File: src/rtl/core/sis_pkg.sv
package sis_pkg;

  localparam int unsigned VAL_W  = 31;
  localparam int unsigned CNT_W  = 6;
  localparam int unsigned STAT_W = 3;
  localparam int unsigned CMD_W  = 2;

  localparam logic [VAL_W-1:0] UPPER_BOUND_RESET = {VAL_W{1'b1}};

  typedef enum logic [CMD_W-1:0] {
    CMD_INSERT = 2'd0,
    CMD_REPORT = 2'd1,
    CMD_CLEAR  = 2'd2
  } cmd_e;

  typedef enum logic [STAT_W-1:0] {
    STAT_INSERTED  = 3'd0,
    STAT_DUPLICATE = 3'd1,
    STAT_FULL      = 3'd2,
    STAT_RANGE     = 3'd3,
    STAT_ELEMENT   = 3'd4,
    STAT_EMPTY     = 3'd5,
    STAT_CLEARED   = 3'd6
  } status_e;

  typedef enum logic {
    S_IDLE,
    S_REPORT
  } state_e;

  typedef struct packed {
    logic [CMD_W-1:0] cmd;
    logic [VAL_W-1:0] value;
  } sis_in_t;

  typedef struct packed {
    logic [STAT_W-1:0] status;
    logic [VAL_W-1:0]  element;
    logic [CNT_W-1:0]  count;
    logic              last;
  } sis_out_t;

  // Broadcast control shared by every cell of the chain.
  typedef struct packed {
    logic             ins;
    logic             rot;
    logic [VAL_W-1:0] value;
  } sis_ctrl_t;

endpackage

File: src/rtl/core/sis_cell.sv
module sis_cell
  import sis_pkg::*;
(
  input  logic             clk_i,
  input  sis_ctrl_t        ctrl_i,
  input  logic             valid_i,
  input  logic             prev_lt_i,
  input  logic [VAL_W-1:0] prev_val_i,
  input  logic [VAL_W-1:0] next_val_i,
  input  logic [VAL_W-1:0] head_val_i,
  input  logic             wrap_i,
  output logic             lt_o,
  output logic             eq_o,
  output logic [VAL_W-1:0] val_o
);

  logic [VAL_W-1:0] val_q;
  logic [VAL_W-1:0] val_d;

  assign lt_o  = valid_i && (val_q < ctrl_i.value);
  assign eq_o  = valid_i && (val_q == ctrl_i.value);
  assign val_o = val_q;

  // A cell whose entry is not below the new value either takes the new value
  // (when its lower neighbor is below it) or the entry of its lower neighbor.
  always_comb begin
    val_d = val_q;
    if (ctrl_i.ins && !lt_o) begin
      val_d = prev_lt_i ? ctrl_i.value : prev_val_i;
    end else if (ctrl_i.rot) begin
      val_d = wrap_i ? head_val_i : next_val_i;
    end
  end

  always_ff @(posedge clk_i) begin
    val_q <= val_d;
  end

endmodule

File: src/rtl/core/sorted_integer_set.sv
// Sorted integer set built as a chain of compare-and-shift cells.
// Commands arrive on item_i and are taken at a clock edge where start_i is
// high and busy_o is low. An insert compares the value against every cell at
// once; the cell at the insertion point takes the value and cells above it
// take their lower neighbor's entry, so an insert leaves busy_o low and the
// next command may follow in the very next cycle. Its single result is
// registered and shows on result_o the cycle after, marked by result_valid_o.
// A report rotates the chain down by one place per cycle, with the head cell
// driving the result, so it streams count entries, one per cycle, starting
// once the state register has entered the report state and the head entry is
// registered. busy_o is high during the rotation, which runs ahead of the
// results by the result register, so the next command can be taken at the
// edge accepting the last entry; by then the chain is back in original order.
// A report of an empty set, a clear and an insert each give one result.
// Each result is valid for exactly one cycle; the receiver cannot stall it.
// Reset empties the set and restores upper_bound to its maximum; the stored
// entries themselves are not cleared, since only slots below the count are
// ever read. upper_bound is written over the APB port at byte address 0.
module sorted_integer_set
  import sis_pkg::*;
#(
  parameter int unsigned CAPACITY = 32
) (
  input  logic        clk_i,
  input  logic        rst_ni,
  input  logic        start_i,
  output logic        busy_o,
  input  sis_in_t     item_i,
  output logic        result_valid_o,
  output sis_out_t    result_o,
  input  logic        psel,
  input  logic        penable,
  input  logic        pwrite,
  input  logic [2:0]  paddr,
  input  logic [31:0] pwdata,
  output logic [31:0] prdata,
  output logic        pready
);

  localparam int unsigned CntW = $clog2(CAPACITY + 1);

  // Configuration register.
  logic [VAL_W-1:0] ub_q;
  logic             cfg_wr;

  assign pready = 1'b1;
  assign cfg_wr = psel && penable && pwrite && (paddr[2] == 1'b0);
  assign prdata = (paddr[2] == 1'b0) ? {1'b0, ub_q} : 32'd0;

  always_ff @(posedge clk_i or negedge rst_ni) begin
    if (!rst_ni) begin
      ub_q <= UPPER_BOUND_RESET;
    end else if (cfg_wr) begin
      ub_q <= pwdata[VAL_W-1:0];
    end
  end

  // Control state.
  state_e          state_q, state_d;
  logic [CntW-1:0] count_q, count_d;
  logic [CntW-1:0] idx_q, idx_d;
  logic            rvalid_q, rvalid_d;
  sis_out_t        res_q, res_d;

  sis_ctrl_t       ctrl;
  logic            accept;

  // Chain wiring.
  logic [CAPACITY-1:0]  lt;
  logic [CAPACITY-1:0]  eq;
  logic [VAL_W-1:0]     cell_val [CAPACITY];

  for (genvar i = 0; i < CAPACITY; i++) begin : g_cell
    logic             prev_lt;
    logic [VAL_W-1:0] prev_val;
    logic [VAL_W-1:0] next_val;

    if (i == 0) begin : g_first
      // The head cell has no lower neighbor, so on a shift it takes the new value.
      assign prev_lt  = 1'b1;
      assign prev_val = ctrl.value;
    end else begin : g_rest
      assign prev_lt  = lt[i-1];
      assign prev_val = cell_val[i-1];
    end

    if (i == CAPACITY - 1) begin : g_top
      assign next_val = cell_val[0];
    end else begin : g_mid
      assign next_val = cell_val[i+1];
    end

    sis_cell u_cell (
      .clk_i      (clk_i),
      .ctrl_i     (ctrl),
      .valid_i    (CntW'(i) < count_q),
      .prev_lt_i  (prev_lt),
      .prev_val_i (prev_val),
      .next_val_i (next_val),
      .head_val_i (cell_val[0]),
      .wrap_i     (CntW'(i) == (count_q - CntW'(1))),
      .lt_o       (lt[i]),
      .eq_o       (eq[i]),
      .val_o      (cell_val[i])
    );
  end

  assign busy_o = (state_q == S_REPORT);
  assign accept = start_i && !busy_o;

  always_comb begin
    state_d       = state_q;
    count_d       = count_q;
    idx_d         = idx_q;
    rvalid_d      = 1'b0;
    res_d         = res_q;
    ctrl.ins      = 1'b0;
    ctrl.rot      = 1'b0;
    ctrl.value    = item_i.value;

    case (state_q)
      S_IDLE: begin
        if (accept) begin
          case (item_i.cmd)
            CMD_INSERT: begin
              rvalid_d      = 1'b1;
              res_d.element = '0;
              res_d.last    = 1'b1;
              if (item_i.value >= ub_q) begin
                res_d.status = STAT_RANGE;
              end else if (|eq) begin
                res_d.status = STAT_DUPLICATE;
              end else if (count_q == CntW'(CAPACITY)) begin
                res_d.status = STAT_FULL;
              end else begin
                res_d.status = STAT_INSERTED;
                ctrl.ins     = 1'b1;
                count_d      = count_q + CntW'(1);
              end
              res_d.count = CNT_W'(count_d);
            end
            CMD_REPORT: begin
              if (count_q == '0) begin
                rvalid_d      = 1'b1;
                res_d.status  = STAT_EMPTY;
                res_d.element = '0;
                res_d.count   = '0;
                res_d.last    = 1'b1;
              end else begin
                state_d = S_REPORT;
                idx_d   = '0;
              end
            end
            CMD_CLEAR: begin
              count_d       = '0;
              rvalid_d      = 1'b1;
              res_d.status  = STAT_CLEARED;
              res_d.element = '0;
              res_d.count   = '0;
              res_d.last    = 1'b1;
            end
            default: begin
            end
          endcase
        end
      end
      S_REPORT: begin
        // The head cell holds the next entry in order; rotate the chain.
        rvalid_d      = 1'b1;
        res_d.status  = STAT_ELEMENT;
        res_d.element = cell_val[0];
        res_d.count   = CNT_W'(count_q);
        res_d.last    = (idx_q == (count_q - CntW'(1)));
        ctrl.rot      = 1'b1;
        idx_d         = idx_q + CntW'(1);
        if (res_d.last) begin
          state_d = S_IDLE;
        end
      end
      default: begin
        state_d = S_IDLE;
      end
    endcase
  end

  always_ff @(posedge clk_i or negedge rst_ni) begin
    if (!rst_ni) begin
      state_q  <= S_IDLE;
      count_q  <= '0;
      idx_q    <= '0;
      rvalid_q <= 1'b0;
    end else begin
      state_q  <= state_d;
      count_q  <= count_d;
      idx_q    <= idx_d;
      rvalid_q <= rvalid_d;
    end
  end

  always_ff @(posedge clk_i) begin
    res_q <= res_d;
  end

  assign result_valid_o = rvalid_q;
  assign result_o       = res_q;

endmodule
File: config.mk
export PLATFORM = sky130hd
export DESIGN_NAME = sorted_integer_set
export DESIGN_NICKNAME = d
export VERILOG_FILES = /design/src/rtl/core/sis_pkg.sv /design/src/rtl/core/sis_cell.sv /design/src/rtl/core/sorted_integer_set.sv
export SDC_FILE = /design/constraint.sdc
export NUM_CORES = 2
export LEC_CHECK = 0
export BUFFER_PORTS_ARGS = -buffer_cell sky130_fd_sc_hd__clkbuf_2
export CORE_AREA = 2 2 415 417
export CTS_BUF_LIST = sky130_fd_sc_hd__clkbuf_16
export DETAILED_ROUTE_END_ITERATION = 8
export DIE_AREA = 0 0 417 419
export PLACE_DENSITY = 0.74
export SYNTH_ARGS = -nofsm -noshare
export SYNTH_HDL_FRONTEND = slang
export SYNTH_HIERARCHICAL = 1
export SYNTH_SLANG_ARGS = --single-unit
File: constraint.sdc
create_clock -name clk_i -period 6.53 [get_ports clk_i]
set_input_delay 0.653 -clock clk_i [delete_from_list [all_inputs] [get_ports clk_i]]
set_output_delay 0.653 -clock clk_i [all_outputs]
set_load 0.03 [all_outputs]
==> results_dict.tcl <==
set metrics [dict create \
    outcome "finished clean" \
    wl_met3_um 26100 \
    p_clk_frac 0.154 \
    die-width_um 417 \
    synth_area_um2 93300 \
    crit_fanout 26 \
    syn2layout_area_growth_pct 9.77 \
    rsz0062_at_grt "false" \
    power_leakage_nw 51.9 \
    postCtsSetupBuffers 0 \
    comb_power_share 0.497 \
    yosysWarnings 6 \
    seq_power_share 0.349 \
    wl_met2_um 137000 \
    critPathMaxStageDelay_ns 0.51 \
    cp_data_required_time_ns 7.00 \
    htree_levels 4 \
    grt_pass1_wl_um 443000 \
    overflow 0 \
    vias_per_cell 6.45 \
    gp_congestion 0.950 \
    ir_drop_uv 332 \
    clock_latency_ns 0.80 \
    drt-initial-drc-count 7294 \
    wl_per_cell_um 26.7 \
    drv_cap 0 \
    drt-pass1-iter-count 5 \
    ff_latch_area_um2 32200 \
    internal-power_mw 27.0 \
    worst_pin_slew_ns 1.29 \
    clk_pin_slew_ns 0.06 \
    cp.depth 18 \
    holdPathStages 2 \
    place_area_um2 98100 \
    finalHoldViolCount 0 \
    cts_resized 0 \
    final_cell_area_um2 102000 \
    cts_tree "built" \
    critPathLaunchType "flip-flop" \
    multiInputGateArea_um2 55700 \
    r2r_cells 18 \
    switching_share 0.449 \
    die_y_um 419 \
    fin_setup_tns_ns 0 \
    path_buf_inv 4 \
    fillers 13810 \
    drcViolationCount 0 \
    nets 9916 \
    clock_path_buffers 3 \
    min_period_over_period 0.884 \
    hpwl_um 214000 \
    crit_path_top_delay_cell "nor3_2" \
    wl_um 297000 \
    cellPowerDensity_nw_per_um2 478 \
    initial_core_util 0.547 \
    worstPathArrival_ns 6.25 \
    end_kind "flip-flop" \
    rows 152 \
    min-delay-path-class "in2reg" \
    dieArea_um2 175000 \
    antenna_found_initial 8 \
    syn_inst 8613 \
    grt_max_degree 67 \
    grt_usage 0.331 \
    num_io_pins 150 \
    maxSlewViolCount 0 \
    core_area_um2 171000 \
    met1Wirelength_um 118000 \
    crit_type "reg2reg" \
    top_layer "met5" \
    port_buffers 144 \
    slew_headroom 0.139 \
    p_switching_mw 22.0 \
    critical-path-top-delay-family "simple AND/OR/NAND/NOR gates" \
    via_count 71922 \
    numCtsBuffers 132 \
    setup_viol 0 \
    min_period_ns 5.78 \
    ant_nets 0 \
    cts-root-buf "clkbuf_16" \
    skew_ns 0.0288 \
    path_cells "nor2_1 -> inv_1 -> nor3_2 -> nand2b_1 -> nand4_1 -> nor2_1 -> and3_1 -> nor4_1 -> buf_4 -> nand4_1 -> or2_1 -> nor3_1 -> and3_4 -> buf_12 -> and3_1 -> a22oi_4 -> nand2b_1 -> buf_4" \
    maxClockFrequency_ghz 0.173 \
    layout-drive-gt1-share 0.100 \
    avgSynthCellArea_um2 10.8 \
    clock-sinks 1078 \
    grt_pass1_vias 72759 \
]
[placed cells by master, fill, tap and decap left out, drive strengths merged, types with 4 or more instances in the layout]
| cell type | instances |
|---|---|
| xnor2 | 6 |
| diode | 6 |
| a22oi | 68 |
| ha | 1034 |
| mux2 | 32 |
| nand4 | 167 |
| a22o | 7 |
| nor2b | 6 |
| and3 | 66 |
| mux2i | 2979 |
| a21o | 12 |
| a211oi | 70 |
| xor2 | 6 |
| buf | 327 |
| bufinv | 14 |
| clkbuf | 252 |
| nand3 | 73 |
| dfstp | 31 |
| dfrtp | 14 |
| o21ai | 144 |
| inv | 1073 |
| o21bai | 6 |
| nor4 | 43 |
| and2 | 64 |
| nand2b | 72 |
| edfxtp | 1033 |
| a31o | 4 |
| nand2 | 366 |
| o211ai | 64 |
| nor3 | 42 |
| a21oi | 494 |
| nand3b | 32 |
| clkinv | 41 |
| nor2 | 239 |
[stage by stage]
stage | setup slack, ns | hold slack (ns) | total power [mW] | utilization | instances
4_1_cts | 0.918 | 0.0390 | 48.4 | 0.600 | 11141
3_5_place_dp | 0.567 | 0.524 | 40.7 | 0.575 | 10906
6_report | 0.754 | 0.0788 | 49.0 | 0.601 | 11147
2_1_floorplan | 0.786 | 0.357 | 31.9 | - | 8614
3_3_place_gp | 0.620 | 0.499 | 39.5 | 0.575 | 10906
5_1_grt | 0.533 | 0.0584 | 51.5 | 0.601 | 11144
[power groups by stage]
| stage | registers [mW] | logic (mW) | clock network (mW) |
|---|---|---|---|
| after floorplan | 16.0 | 15.9 | 0 |
| after detailed placement | 17.0 | 23.7 | 0 |
| after CTS | 17.0 | 23.8 | 7.62 |
| after global routing | 17.4 | 26.2 | 7.88 |
| after global placement | 17.0 | 22.5 | 0 |
| final | 17.1 | 24.4 | 7.57 |
[timing repair]
item,CTS,global route
setup endpoints to repair,0,0
hold endpoints to repair,14,0
hold buffers,1,0
[final cells by class]
type | count | share of cell area
Clock inverter | 95 | 0.00816
Inverter | 1035 | 0.0379
Clock buffer | 139 | 0.0340
Timing Repair Buffer | 441 | 0.0348
Multi-Input combinational cell | 6120 | 0.544
Antenna cell | 6 | 0.000147
Tap cell | 2233 | 0.0273
Sequential cell | 1078 | 0.314
[registers in the layout, summed over array words and instances, names as in the netlist]
name                 count
g_cell.u_cell/val_o    992
busy_o                   1
count_q                  6
result_o                41
idx_q                    6
result_valid_o           1
ub_q                    31
[per-layer routing]
metal / vias to the layer above / GRT usage
met2: 3451 / 0.537
met5: - / 0
met4: 2 / 0.174
met1: 35448 / 0.418
li1: 32085 / -
met3: 936 / 0.0628
[worst paths after layout]
path,startpoint,to,slack (ns)
setup / recovery,count_q[4],g_cell[8].u_cell/val_o[7],0.75
hold / removal,pwdata[19],ub_q[19],0.08
setup reg to reg,count_q[4],g_cell[8].u_cell/val_o[7],0.75
hold reg to reg,idx_q[5],idx_q[5],0.53
max in group asynchronous,rst_ni,busy_o,5.48
min in group asynchronous,rst_ni,result_valid_o,0.56
Power figures use the tool's default switching activity.
